==> src/hw/rtl/ppe_pkg.sv <==
`timescale 1ns / 1ps
`default_nettype none

package ppe_pkg;

	localparam int TIME_W   = 64;
	localparam int CLOCK_W  = 29;
	localparam int PERIOD_W = 32;
	localparam int COUNT_W  = 4;

	localparam logic [CLOCK_W-1:0] NOMINAL_RESET = CLOCK_W'(80000000);
	localparam logic [COUNT_W-1:0] COUNT_LIMIT   = COUNT_W'(8);

	// The window test only needs the low bits of the interval; anything at or above
	// 2^WIN_W ticks is far outside any window that a 29-bit nominal clock allows.
	localparam int WIN_W   = 34;
	localparam int TEN_W   = WIN_W + 4;
	localparam int NC9_W   = CLOCK_W + 4;

	// Dividend of the averaging division: interval plus up to seven 32-bit periods.
	localparam int DVD_W   = 36;
	localparam int DIVR_W  = 4;
	localparam int REM_W   = 3;
	localparam int DIV_STEPS = DVD_W;
	localparam int STEP_W  = $clog2(DIV_STEPS);

	typedef enum logic [2:0] {
		ST_IDLE,
		ST_DELTA,
		ST_CHECK,
		ST_NUM,
		ST_DIV,
		ST_FIN
	} ppe_state_t;

endpackage

`default_nettype wire

==> src/hw/rtl/pps_period_estimator.sv <==
`timescale 1ns / 1ps
`default_nettype none

// Pulse-per-second period estimator. One capture_time transaction is taken for each
// pulse edge and exactly one result is returned: the echoed timestamp, the period
// estimate after the pulse, and whether the interval fell inside the 90% to 110%
// window around nominal_clock and so updated the estimate. An interval in the window
// takes the delta, check, numerator and divide states before its result; the radix-2
// divider yields one quotient bit per cycle over a 36-bit dividend. An interval outside
// the window, or the first pulse, skips the divide. The next input transaction is
// taken once the previous one has left for the output register, which may still be
// waiting on out_ready. Writing nominal_clock reloads the period estimate.
module pps_period_estimator
	import ppe_pkg::*;
(
	input  wire logic                clk,
	input  wire logic                arst_n,
	input  wire logic                cfg_we,
	input  wire logic [CLOCK_W-1:0]  cfg_data,
	input  wire logic                in_valid,
	output logic                     in_ready,
	input  wire logic [TIME_W-1:0]   capture_time,
	output logic                     out_valid,
	input  wire logic                out_ready,
	output logic [TIME_W-1:0]        pulse_time,
	output logic [PERIOD_W-1:0]      period_ticks,
	output logic                     accepted
);

	ppe_state_t state_q, state_d;

	logic [CLOCK_W-1:0]  nominal_q;
	logic [TIME_W-1:0]   prev_q;
	logic [TIME_W-1:0]   now_q;
	logic [TIME_W-1:0]   delta_q;
	logic [COUNT_W-1:0]  count_q;
	logic [PERIOD_W-1:0] period_q;
	logic                took_q;
	logic [DVD_W-1:0]    dvd_q;
	logic [DIVR_W-1:0]   divr_q;
	logic [REM_W-1:0]    rem_q;
	logic [STEP_W-1:0]   step_q;
	logic                out_valid_q;
	logic [TIME_W-1:0]   pulse_time_q;
	logic [PERIOD_W-1:0] period_ticks_q;
	logic                accepted_q;

	logic                in_fire;
	logic                fin_fire;
	logic                div_last;
	logic                saturated;

	logic [TEN_W-1:0]    ten_d;
	logic [NC9_W-1:0]    nine_nc;
	logic [NC9_W-1:0]    eleven_nc;
	logic                in_window;

	logic [PERIOD_W+2:0] weighted;
	logic [DIVR_W-1:0]   trial;
	logic                qbit;
	logic [REM_W-1:0]    rem_d;

	assign in_ready  = (state_q == ST_IDLE);
	assign in_fire   = in_valid && in_ready;
	assign fin_fire  = (state_q == ST_FIN) && (!out_valid_q || out_ready);
	assign div_last  = (step_q == STEP_W'(DIV_STEPS - 1));
	assign saturated = count_q[COUNT_W-1];

	// delta >= floor(9n/10) is the same as 10*(delta+1) > 9n, and
	// delta <= floor(11n/10) is the same as 10*delta <= 11n.
	always_comb begin
		ten_d     = TEN_W'({delta_q[WIN_W-1:0], 3'b000})
			+ TEN_W'({delta_q[WIN_W-1:0], 1'b0});
		nine_nc   = {1'b0, nominal_q, 3'b000} + NC9_W'(nominal_q);
		eleven_nc = {1'b0, nominal_q, 3'b000} + {3'b000, nominal_q, 1'b0}
			+ NC9_W'(nominal_q);
		in_window = (prev_q != '0) && !(|delta_q[TIME_W-1:WIN_W])
			&& ((ten_d + TEN_W'(10)) > TEN_W'(nine_nc))
			&& (ten_d <= TEN_W'(eleven_nc));
	end

	always_comb begin
		weighted = {3'b000, period_q}
			* (PERIOD_W+3)'(saturated ? 3'd7 : count_q[2:0]);
		trial    = {rem_q, dvd_q[DVD_W-1]};
		qbit     = (trial >= divr_q);
		rem_d    = qbit ? REM_W'(trial - divr_q) : trial[REM_W-1:0];
	end

	always_ff @(posedge clk or negedge arst_n) begin
		if (!arst_n) begin
			state_q <= ST_IDLE;
		end else begin
			state_q <= state_d;
		end
	end

	always_comb begin
		state_d = state_q;
		case (state_q)
			ST_IDLE: begin
				if (in_fire) state_d = ST_DELTA;
			end
			ST_DELTA: state_d = ST_CHECK;
			ST_CHECK: state_d = in_window ? ST_NUM : ST_FIN;
			ST_NUM:   state_d = ST_DIV;
			ST_DIV: begin
				if (div_last) state_d = ST_FIN;
			end
			ST_FIN: begin
				if (fin_fire) state_d = ST_IDLE;
			end
			default:  state_d = ST_IDLE;
		endcase
	end

	always_ff @(posedge clk or negedge arst_n) begin
		if (!arst_n) begin
			nominal_q   <= NOMINAL_RESET;
			period_q    <= PERIOD_W'(NOMINAL_RESET);
			prev_q      <= '0;
			count_q     <= '0;
			out_valid_q <= 1'b0;
		end else begin
			if (cfg_we) begin
				nominal_q <= cfg_data;
				period_q  <= PERIOD_W'(cfg_data);
			end else if (fin_fire && took_q) begin
				period_q <= dvd_q[PERIOD_W-1:0];
			end
			if (fin_fire) begin
				prev_q <= now_q;
				if (took_q && !saturated) count_q <= count_q + COUNT_W'(1);
			end
			out_valid_q <= fin_fire || (out_valid_q && !out_ready);
		end
	end

	always_ff @(posedge clk) begin
		if (in_fire) now_q <= capture_time;
		if (state_q == ST_DELTA) delta_q <= now_q - prev_q;
		if (state_q == ST_CHECK) took_q <= in_window;
		if (state_q == ST_NUM) begin
			dvd_q  <= DVD_W'(delta_q[WIN_W-1:0]) + DVD_W'(weighted);
			divr_q <= saturated ? COUNT_LIMIT : count_q + DIVR_W'(1);
			rem_q  <= '0;
			step_q <= '0;
		end else if (state_q == ST_DIV) begin
			dvd_q  <= {dvd_q[DVD_W-2:0], qbit};
			rem_q  <= rem_d;
			step_q <= step_q + STEP_W'(1);
		end
		if (fin_fire) begin
			pulse_time_q   <= now_q;
			period_ticks_q <= took_q ? dvd_q[PERIOD_W-1:0] : period_q;
			accepted_q     <= took_q;
		end
	end

	assign out_valid    = out_valid_q;
	assign pulse_time   = pulse_time_q;
	assign period_ticks = period_ticks_q;
	assign accepted     = accepted_q;

`ifndef SYNTH
	a_divisor_nonzero: assert property (@(posedge clk) disable iff (!arst_n)
		(state_q == ST_DIV) |-> (divr_q != '0))
		else $error("divider running with a zero divisor");

	a_count_bounded: assert property (@(posedge clk) disable iff (!arst_n)
		count_q <= COUNT_LIMIT)
		else $error("sample count beyond its limit");

	a_quotient_fits: assert property (@(posedge clk) disable iff (!arst_n)
		(state_q == ST_FIN && took_q) |-> (dvd_q[DVD_W-1:PERIOD_W] == '0))
		else $error("averaged period does not fit in 32 bits");

	a_reject_skips_div: assert property (@(posedge clk) disable iff (!arst_n)
		(state_q == ST_CHECK && !in_window) |=> (state_q == ST_FIN))
		else $error("rejected interval did not go straight to the result");
`endif

endmodule

`default_nettype wire
==> config.mk <==
export PLATFORM = sky130hd
export DESIGN_NAME = pps_period_estimator
export DESIGN_NICKNAME = d
export VERILOG_FILES = /design/src/hw/rtl/ppe_pkg.sv /design/src/hw/rtl/pps_period_estimator.sv
export SDC_FILE = /design/constraint.sdc
export NUM_CORES = 1
export LEC_CHECK = 0
export BUFFER_PORTS_ARGS = -buffer_cell sky130_fd_sc_hd__buf_4
export CORE_MARGIN = 3
export CORE_UTILIZATION = 56
export CTS_CLUSTER_DIAMETER = 60
export DETAILED_ROUTE_END_ITERATION = 10
export GPL_TIMING_DRIVEN = 0
export PLACE_DENSITY = 0.82
export SLEW_MARGIN = 10
export SYNTH_ARGS = -nofsm -noshare
export SYNTH_HDL_FRONTEND = slang
export SYNTH_SLANG_ARGS = --single-unit
==> constraint.sdc <==
create_clock -name clk -period 12.2 [get_ports clk]
set_clock_uncertainty 0.2 [all_clocks]
set_input_delay 0.61 -clock clk [delete_from_list [all_inputs] [get_ports clk]]
set_output_delay 0.61 -clock clk [all_outputs]
set_load 0.01 [all_outputs]
# --- Word-level counts from Yosys, hierarchy flattened ---
# Cells that the tools add are included.
word_totals:
  ff_bits: 408
  inputBits: 98
  word_cells: 72
classes:
  add_sub_neg: 10
  n_mul: 1
  n_lt_le_gt_ge: 3
  eq_ne: 9
  muxes: 12
  n_reduce_logical: 21
ops:
  columns: ["operator", "n"]
  rows:
  - ["$mux W32", 3]
  - ["$mux W36", 2]
  - ["$reduce_bool A64 Y1", 1]
  - ["$sub A64 B64 Y64", 1]
  - ["$add A37 B35 Y38", 1]
  - ["$add A38 B4 Y38 const B", 1]
  - ["$gt A38 B33 Y1", 1]
  - ["$le A38 B33 Y1", 1]
  - ["$add A34 B35 Y36", 1]
  - ["$mul A32 B3 Y35", 1]
  - ["$add A32 B29 Y33", 1]
  - ["$add A32 B30 Y33", 1]
  - ["$add A33 B29 Y33", 1]
  - ["$reduce_or A30 Y1", 1]
  - ["$mux W3", 6]
  - ["$pmux W3 S6", 1]
  - ["$logic_and A1 B1 Y1", 8]
  - ["$add A6 B1 Y6 const B", 1]
  - ["$eq A3 B2 Y1 const B", 2]
  - ["$eq A3 B3 Y1 const B", 2]
  - ["$eq A6 B6 Y1 const B", 1]
  - ["$add A4 B1 Y4 const B", 1]
  - ["$ge A4 B4 Y1", 1]
  - ["$logic_not A1 Y1", 4]
  - ["9 further kinds", 12]

# --- Longest topological paths before layout ---
# Gate-level depths: netlist (run 1).
logic_depth:
  depth_word: 7
  depth_mapped: 26

# --- Worst setup path before layout (run 1) ---
# No wires, ideal clock.
synth_timing:
  path_type: "register to register"
  startpoint: "register state_q[0]"
  endpoint: "register delta_q[0], enable pin"
  setup_time_ns: 0.567
  arrival_ns: 5.028
  required_ns: 11.433
  slack_ns: 6.405
  stages_incl_launch_ff: 4
  synth_period_minus_slack_ns: 5.795
  cell_sequence: "dfrtp_1 -> clkbuf_1 -> inv_1 -> nor3_1"
synth_via:
  elab_chain_len: 1
synth_lines:
  columns: ["item", "line", "rtl"]
  rows:
  - ["from (decl)", "pps_period_estimator.sv:30", "ppe_state_t state_q, state_d;"]
  - ["from (signal assigned)", "pps_period_estimator.sv:94", "state_q <= state_d;"]
  - ["$eq A3 B1 Y1", "pps_period_estimator.sv:141", "if (state_q == ST_DELTA) delta_q <= now_q - prev_q;"]
  - ["to (signal assigned)", "pps_period_estimator.sv:141", null]
  - ["to (decl)", "pps_period_estimator.sv:35", "logic [TIME_W-1:0] delta_q;"]
# No other way between the ends.
# A chain may end at the register's enable or synchronous reset.

# --- Worst setup path after layout (run 1) ---
layout_timing:
  startpoint: "register nominal_q[4]"
  endpoint: "register state_q[2]"
layout_via:
  elab_chain_len: 6
  word_cells_on_any_way: 9
  classes_between: "3 x add/sub; 2 x order compare; 2 x mux; 2 x reduce/logical"
layout_lines:
  columns: ["item", "line", "rtl"]
  rows:
  - ["from (decl)", "pps_period_estimator.sv:32", "logic [CLOCK_W-1:0] nominal_q;"]
  - ["from (signal assigned)", "pps_period_estimator.sv:126", "nominal_q <= cfg_data;"]
  - ["$add A32 B30 Y33 / $add A32 B29 Y33 (equally long branches)", "pps_period_estimator.sv:75, pps_period_estimator.sv:74", null]
  - ["$add A33 B29 Y33 / $gt A38 B33 Y1 (equally long branches)", "pps_period_estimator.sv:76, pps_period_estimator.sv:78", null]
  - ["$le A38 B33 Y1 / $logic_and A1 B1 Y1 (equally long branches)", "pps_period_estimator.sv:79, pps_period_estimator.sv:78", null]
  - ["$logic_and A1 B1 Y1 *", "pps_period_estimator.sv:79", "&& (ten_d <= TEN_W'(eleven_nc));"]
  - ["net in_window", "pps_period_estimator.sv:56", "logic in_window;"]
  - ["$mux W3 *", "pps_period_estimator.sv:105", "ST_CHECK: state_d = in_window ? ST_NUM : ST_FIN;"]
  - ["$pmux W3 S6 *", "pps_period_estimator.sv:100", "case (state_q)"]
# The timed path passes the listed nets; every way through them passes the cells marked *.

==> summary.md, run 1 <==
| Metric | Value |
|---|---|
| Status | complete, no violations |
| Count of yosys warnings during synthesis | 0 |
| First-pass GRT wire length | 126400 µm |
| Clock tree root buffer cell | clkbuf_16 |
| Site row count | 82 |
| Fmax | 0.1370 GHz |
| Peak supply drop | 0.2049 mV |
| Worst Setup Start Kind | flop |
| Post-layout nets | 3623 |
| Yosys cell types | 88 |
| DR pass1 iterations | 6 |
| Resized cells post-CTS | 0 |
| Cts hold-fix bufs | 65 |
| Setup bufs post-CTS | 0 |
| Crit path buffers/inverters | 0 |
| Hold Vio Cnt, Final | 0 |
| Iteration-0 DRC Markers | 1938 |
| Crit path time final | 7.301 ns |
| Design area | 33520 µm² |
| Switch share | 46.90% |
| CP max stage cell | a2111oi_0 |
| Internal power | 5.798 mW |
| Starting Density | 56.94% |
| Total Wirelength | 80340 µm |
| Crit Path Class | reg2reg |
| Uppermost layer routed | met4 |
| Core Area | 50380 µm² |
| Die area | 53970 µm² |
| ANT nets after route | 0 |
| Critical Path AT | 7.56 ns |
| Routed wl met3 | 4495 µm |
| Wire per inst | 20.70 µm |
| Rel. slew slack | 20.13% |
| Avg Cell Area, Syn | 10.06 µm² |
| Fraction of layout cells with a size suffix above 1 | 11.87% |
| Reg power frac | 23.1% |
| Largest net degree at the start of global routing | 99 |
| Routability cong. | 0.9995 |
| EDFF count, synth | 266 |
| Wl on met1 | 32970 µm |
| Ys flop type | edfxtp_1 |
| Grt ovf | 0 |
| Bufs on Longest Clock Path | 3 |
| Vias in the first global route | 23.85k |
| Vias per inst | 6.016 |
| ANT cells | 0 |
| Combinational Power Share | 62.8% |
| Worst-path cell chain | fa_1 > ha_1 > nor2b_1 > o2111ai_1 > and3_1 > o31ai_1 > a2111oi_0 > o31ai_1 > nand2_1 > a21oi_1 > o31ai_1 > nand2_1 > a41oi_1 > ha_1 > a22o_1 > nor4_1 > o21ai_0 > o21ai_0 > nand2_1 > a211o_1 > a311oi_4 > a31oi_1 |
| Clock power frac | 14.1% |
| Pwr Density | 325.7 nW/µm² |
| # H-tree levels | 2 |
| NetSw | 5.121 mW |
| FFs w/ async S/R, synth | 32.60% |
| Global Route Usage Sum | 29.74% |
| Setup-failing EPs final | 0 |
| Nature of the critical path endpoint | flop |
| Initial antenna violation count | 0 |
| Final period util | 59.84% |
| Crit path max-delay family | compound AO/OA/AOI/OAI gates |
| Max incr delay on CP | 0.82 ns |
| Synthesized instance count | 2850 |
| CP Max Fanout | 7 |
| Post-Syn Nets | 3303 |
| Synthesized area | 28680 µm² |
| Die Ht | 232.3 µm |
| Met2 WL | 38800 µm |
| Actual slew at the worst max-slew pin | 1.191 ns |
| Post-DP HPWL | 61510 µm |
| Hold_ws | 0.07099 ns |
| Port Buffer Count | 195 |
| Clk slew on worst S/H paths | 0.06 ns |
| Synthesized flop and latch total | 408 |
| Chip Width | 232.3 µm |
| RSZ-0062 raised after global routing | no |
| Fin. max-slew vios | 0 |
| Sequential-to-total area share from yosys stat | 40.15% |
| Post-route DRC | 0 |
| Post-Route Setup TNS | 0 ns |
| Most common cell after layout, fill and taps aside | nand2_1 |
| Sink Count | 408 |
| Placed Area | 31170 µm² |
| Number of max-cap violations | 0 |
| Leakage power | 14.41 nW |
| Via count | 23.36k |
| Area growth, synth to finish | 16.87% |
| Final Util | 66.54% |
| # IOs | 197 |
| TritonCTS clock tree | yes |
| TritonCTS buffer count | 48 |
| Worst hold path type | in2reg |
| Commonest non-fill, non-tap cells in the layout | nand2_1 (334), edfxtp_1 (266), ha_1 (260) |
| Clock Latency Late Sink | 0.62 ns |
| Crit path required time | 12.46 ns |
## logic make-up (layout without fill, tap and decap cells)
family	Yosys count	after routing	synth area share (%)
mux	73	73	2.709
compound gates	774	774	16.78
flops	408	408	40.15
simple gates	740	740	12.28
xor+xnor	199	199	6.168
buf+inv	301	661	3.943
fa+ha+maj	355	355	17.97
## synthesized netlist by cell type (all sizes together) (9+ instances only)
cell type,instances,area [µm²]
nor2b,19,121.4
mux2,37,416.7
nand3,39,195.2
nor4,41,256.5
xnor2,122,1095
clkbuf,76,285.3
dfrtp,117,2928
and3,20,135.1
o21a,31,234.0
or3,12,75.07
o21bai,36,281.5
fa,95,1902
xor2,77,674.4
dfxtp,9,180.2
nand2,335,1260
a21o,102,765.7
a31oi,18,112.6
ha,260,3253
dfstp,16,420.4
o211ai,15,112.6
or2,14,87.59
o31ai,16,120.1
nand2b,26,162.7
nor2,110,412.9
inv,221,829.5
a21oi,195,975.9
o21ai,266,1335
nand4,45,287.8
nor3,28,145.1
and2,27,168.9
edfxtp,266,7988
mux2i,36,360.4
a211oi,17,137.6
## power by group through the flow
stage	clock [mW]	combinational, mW	sequential (mW)
2_1_floorplan	0	4.93	2.44
3_3_place_gp	0	6.39	2.55
3_5_place_dp	0	6.68	2.53
4_1_cts	1.55	6.76	2.52
5_1_grt	1.61	7.59	2.57
6_report	1.54	6.86	2.52
## worst min-delay path: stages
cell and delay, ns:
buf_4 0.09, o21ai_0 0.07, o21ai_0 0.07
## routing by layer
layer / GRT usage, % / up-vias
li1: - / 10920
met1: 37.40 / 11420
met2: 50.73 / 817
met3: 4.109 / 194
met4: 14.10 / 0
met5: 0 / -
## state kept, by name (all words and copies together), names as in the netlist
register / cells
now_q: 64
state_q: 3
took_q: 1
prev_q: 64
count_q: 4
period_ticks: 32
nominal_q: 29
pulse_time: 64
rem_q: 3
divr_q: 4
period_q: 32
accepted: 1
dvd_q: 36
out_valid: 1
step_q: 6
delta_q: 64
## path summary, 6_finish.rpt
kind,startpoint,endpoint,slack [ns],cells past startpoint
min reg2reg,now_q[0],pulse_time[0],0.26,0
min in group asynchronous,arst_n,prev_q[35],0.25,2
max,nominal_q[4],state_q[2],4.90,22
min,in_valid,state_q[0],0.07,3
max in group asynchronous,arst_n,nominal_q[14],10.55,3
max reg2reg,nominal_q[4],state_q[2],4.90,22
## through the flow
| step | worst slack, ns | std cells | power [mW] |
|---|---|---|---|
| 6_report | 4.899 | 3882 | 10.92 |
| 5_1_grt | 4.726 | 3882 | 11.77 |
| 4_1_cts | 5.018 | 3882 | 10.82 |
| 3_5_place_dp | 5.110 | 3727 | 9.212 |
| 3_3_place_gp | 4.834 | 3717 | 8.947 |
| 2_1_floorplan | 6.405 | 2850 | 7.368 |
## layout make-up
class	count	area [µm²]
clock inverters	35	450.4
plain buffers	80	305.3
well taps	672	840.8
fillers	3761	16850
inverters	221	829.5
repair buffers	270	2290
flip-flops and latches	408	11520
multi-input cells	2141	16040
clock buffers	55	1247
(Power assumes the default switching activity.)
==> run 2: changes to the inputs <==
==> constraint.sdc (replaced) <==
create_clock -name clk -period 7.2 [get_ports clk]
set_clock_uncertainty 0.2 [all_clocks]
set_input_delay 0.36 -clock clk [delete_from_list [all_inputs] [get_ports clk]]
set_output_delay 0.36 -clock clk [all_outputs]
set_load 0.01 [all_outputs]
==> summary.md, run 2 (synthesized netlist as in run 1, its figures left out) <==
| Metric | Value |
|---|---|
| Area growth, synth to finish | 18.05% (was 16.87%) |
| Vias in the first global route | 24.04k (was 23.85k) |
| Fin. max-slew vios | 0 (unchanged) |
| Iteration-0 DRC Markers | 2018 (was 1938) |
| Reg power frac | 23.1% (about the same) |
| Starting Density | 56.94% (unchanged) |
| Die Ht | 232.3 µm (unchanged) |
| NetSw | 8.698 mW (was 5.121 mW) |
| Rel. slew slack | 17.96% (was 20.13%) |
| PnR Total Power | 18.54 mW (was 10.92 mW) |
| Internal power | 9.841 mW (was 5.798 mW) |
| Die area | 53970 µm² (unchanged) |
| Setup-failing EPs final | 0 (unchanged) |
| Site row count | 82 (unchanged) |
| Status | complete, no violations (unchanged) |
| Number of max-cap violations | 0 (unchanged) |
| ANT nets after route | 0 (unchanged) |
| Leakage power | 14.55 nW (was 14.41 nW) |
| Via count | 23.60k (was 23.36k) |
| Worst hold path type | in2reg (unchanged) |
| Pwr Density | 547.5 nW/µm² (was 325.7 nW/µm²) |
| Hold_ws | 0.2526 ns (was 0.07099 ns) |
| Sink Count | 408 (unchanged) |
| DR pass1 iterations | 7 (was 6) |
| TritonCTS buffer count | 48 (unchanged) |
| First-pass GRT wire length | 127100 µm (was 126400 µm) |
| Core Area | 50380 µm² (unchanged) |
| Final Util | 67.21% (was 66.54%) |
| Post-layout nets | 3656 (was 3623) |
| # IOs | 197 (unchanged) |
| Post-route DRC | 0 (unchanged) |
| Actual slew at the worst max-slew pin | 1.223 ns (was 1.191 ns) |
| Port Buffer Count | 195 (unchanged) |
| Worst Setup Start Kind | flop (unchanged) |
| Post-Route Setup TNS | 0 ns (unchanged) |
| # H-tree levels | 2 (unchanged) |
| Commonest non-fill, non-tap cells in the layout | nand2_1 (334), edfxtp_1 (266), ha_1 (260) (unchanged) |
| Critical Path AT | 7.23 ns (was 7.56 ns) |
| Worst Setup Slack, final | 0.2297 ns (was 4.899 ns) |
| Global Route Usage Sum | 29.91% (was 29.74%) |
| Clock power frac | 14.1% (about the same) |
| Nature of the critical path endpoint | flop (unchanged) |
| Placed Area | 31170 µm² (unchanged) |
| Clock Latency Late Sink | 0.62 ns (about the same) |
| TritonCTS clock tree | yes (unchanged) |
| Grt ovf | 0 (unchanged) |
| Setup WS pre-CTS | 0.1105 ns (was 5.110 ns) |
| Switch share | 46.92% (was 46.90%) |
| Placed insts | 3727 (unchanged) |
| Setup bufs post-CTS | 0 (unchanged) |
| Hold Vio Cnt, Final | 0 (unchanged) |
| Clock tree root buffer cell | clkbuf_16 (unchanged) |
| Final period util | 96.81% (was 59.84%) |
| Routability cong. | 0.9995 (unchanged) |
| Crit path required time | 7.46 ns (was 12.46 ns) |
| Fraction of layout cells with a size suffix above 1 | 11.78% (was 11.87%) |
| Clk slew on worst S/H paths | 0.07 ns (was 0.06 ns) |
| Vias per inst | 6.028 (was 6.016) |
| Crit Path Class | reg2reg (unchanged) |
| Initial antenna violation count | 0 (unchanged) |
| Total Wirelength | 80870 µm (was 80340 µm) |
| Combinational Power Share | 62.9% (was 62.8%) |
| Bufs on Longest Clock Path | 3 (unchanged) |
| CP Max Fanout | 7 (unchanged) |
| ANT cells | 0 (unchanged) |
| Most common cell after layout, fill and taps aside | nand2_1 (unchanged) |
| Design area | 33860 µm² (was 33520 µm²) |
| Chip Width | 232.3 µm (unchanged) |
| Peak supply drop | 0.3449 mV (was 0.2049 mV) |
| Post-DP HPWL | 61510 µm (unchanged) |
| Fmax | 0.1435 GHz (was 0.1370 GHz) |
| Wire per inst | 20.66 µm (was 20.70 µm) |
| Non-Filler Instances | 3915 (was 3882) |
| Largest net degree at the start of global routing | 99 (unchanged) |
| Crit path time final | 6.970 ns (was 7.301 ns) |
-- run 2: cell count changes in the layout (fill, tap and decap cells not counted) --
cell / previous run / this run
dlygate4sd3_1: 65 / 98
a2111oi_0: 7 / 6
o21ai_1: 10 / 12
nor4_2: 0 / 1
nor4_1: 41 / 40
a2111oi_1: 0 / 1
o21ai_0: 255 / 253
-- run 2: final cells by class --
| type | count | area, µm² |
|---|---|---|
| Fill cell | 3721 | 16520 |
| Multi-Input combinational cell | 2141 | 16050 |
| Sequential cell | 408 | 11520 |
| Timing Repair Buffer | 303 | 2620 |
| Clock buffer | 55 | 1247 |
| Tap cell | 672 | 840.8 |
| Inverter | 221 | 829.5 |
| Clock inverter | 35 | 450.4 |
| Buffer | 80 | 305.3 |
-- run 2: final timing paths --
| path | from | to | slack [ns] | depth (start not counted) |
|---|---|---|---|---|
| max | nominal_q[4] | state_q[2] | 0.23 | 22 |
| min | capture_time[26] | now_q[26] | 0.25 | 2 |
| max reg2reg | nominal_q[4] | state_q[2] | 0.23 | 22 |
| min reg2reg | now_q[0] | pulse_time[0] | 0.27 | 0 |
| max in group asynchronous | arst_n | prev_q[22] | 4.84 | 4 |
| min in group asynchronous | arst_n | period_q[28] | 0.51 | 3 |
-- run 2: metal layers --
layer / vias to the layer above / share of wire (%) / global-route usage [%] / wire (µm)
li1: 10980 / - / - / -
met1: 11520 / 41 / 37.53 / 32940
met2: 898 / 48 / 50.85 / 38800
met3: 203 / 6.0 / 4.244 / 4841
met4: 0 / 5.3 / 14.58 / 4290
met5: - / 0 / 0 / 0
-- run 2: worst max-delay path, stage by stage (launching register included) --
cell and delay (ns):
dfrtp_1 0.58, fa_1 0.50, ha_1 0.37, nor2b_1 0.17, o2111ai_1 0.22, and3_1 0.24, o31ai_1 0.15, a2111oi_1 0.68
o31ai_1 0.25, nand2_1 0.15, a21oi_1 0.10, o31ai_1 0.48, nand2_1 0.17, ha_1 0.32, nand2_1 0.07, or3_1 0.39
nor4_1 0.40, a21oi_1 0.08, o21ai_1 0.25, nand2_1 0.13, a211o_1 0.34, a311oi_4 0.40, a31oi_1 0.18
-- run 2: what timing repair did --
| action | in CTS | in global routing |
|---|---|---|
| endpoints found under the hold margin | 247 | 0 |
| hold buffers | 98 | 0 |
| endpoints found under the setup margin | 0 | 3 |
| gates resized for setup | 0 | 4 |
-- run 2: power groups by stage --
stage | sequential (mW) | combinational [mW] | clock, mW
final | 4.28 | 11.7 | 2.61
after global routing | 4.35 | 12.9 | 2.73
after CTS | 4.26 | 11.5 | 2.63
after detailed placement | 4.29 | 11.3 | 0
after global placement | 4.33 | 10.8 | 0
after floorplan | 4.13 | 8.35 | 0
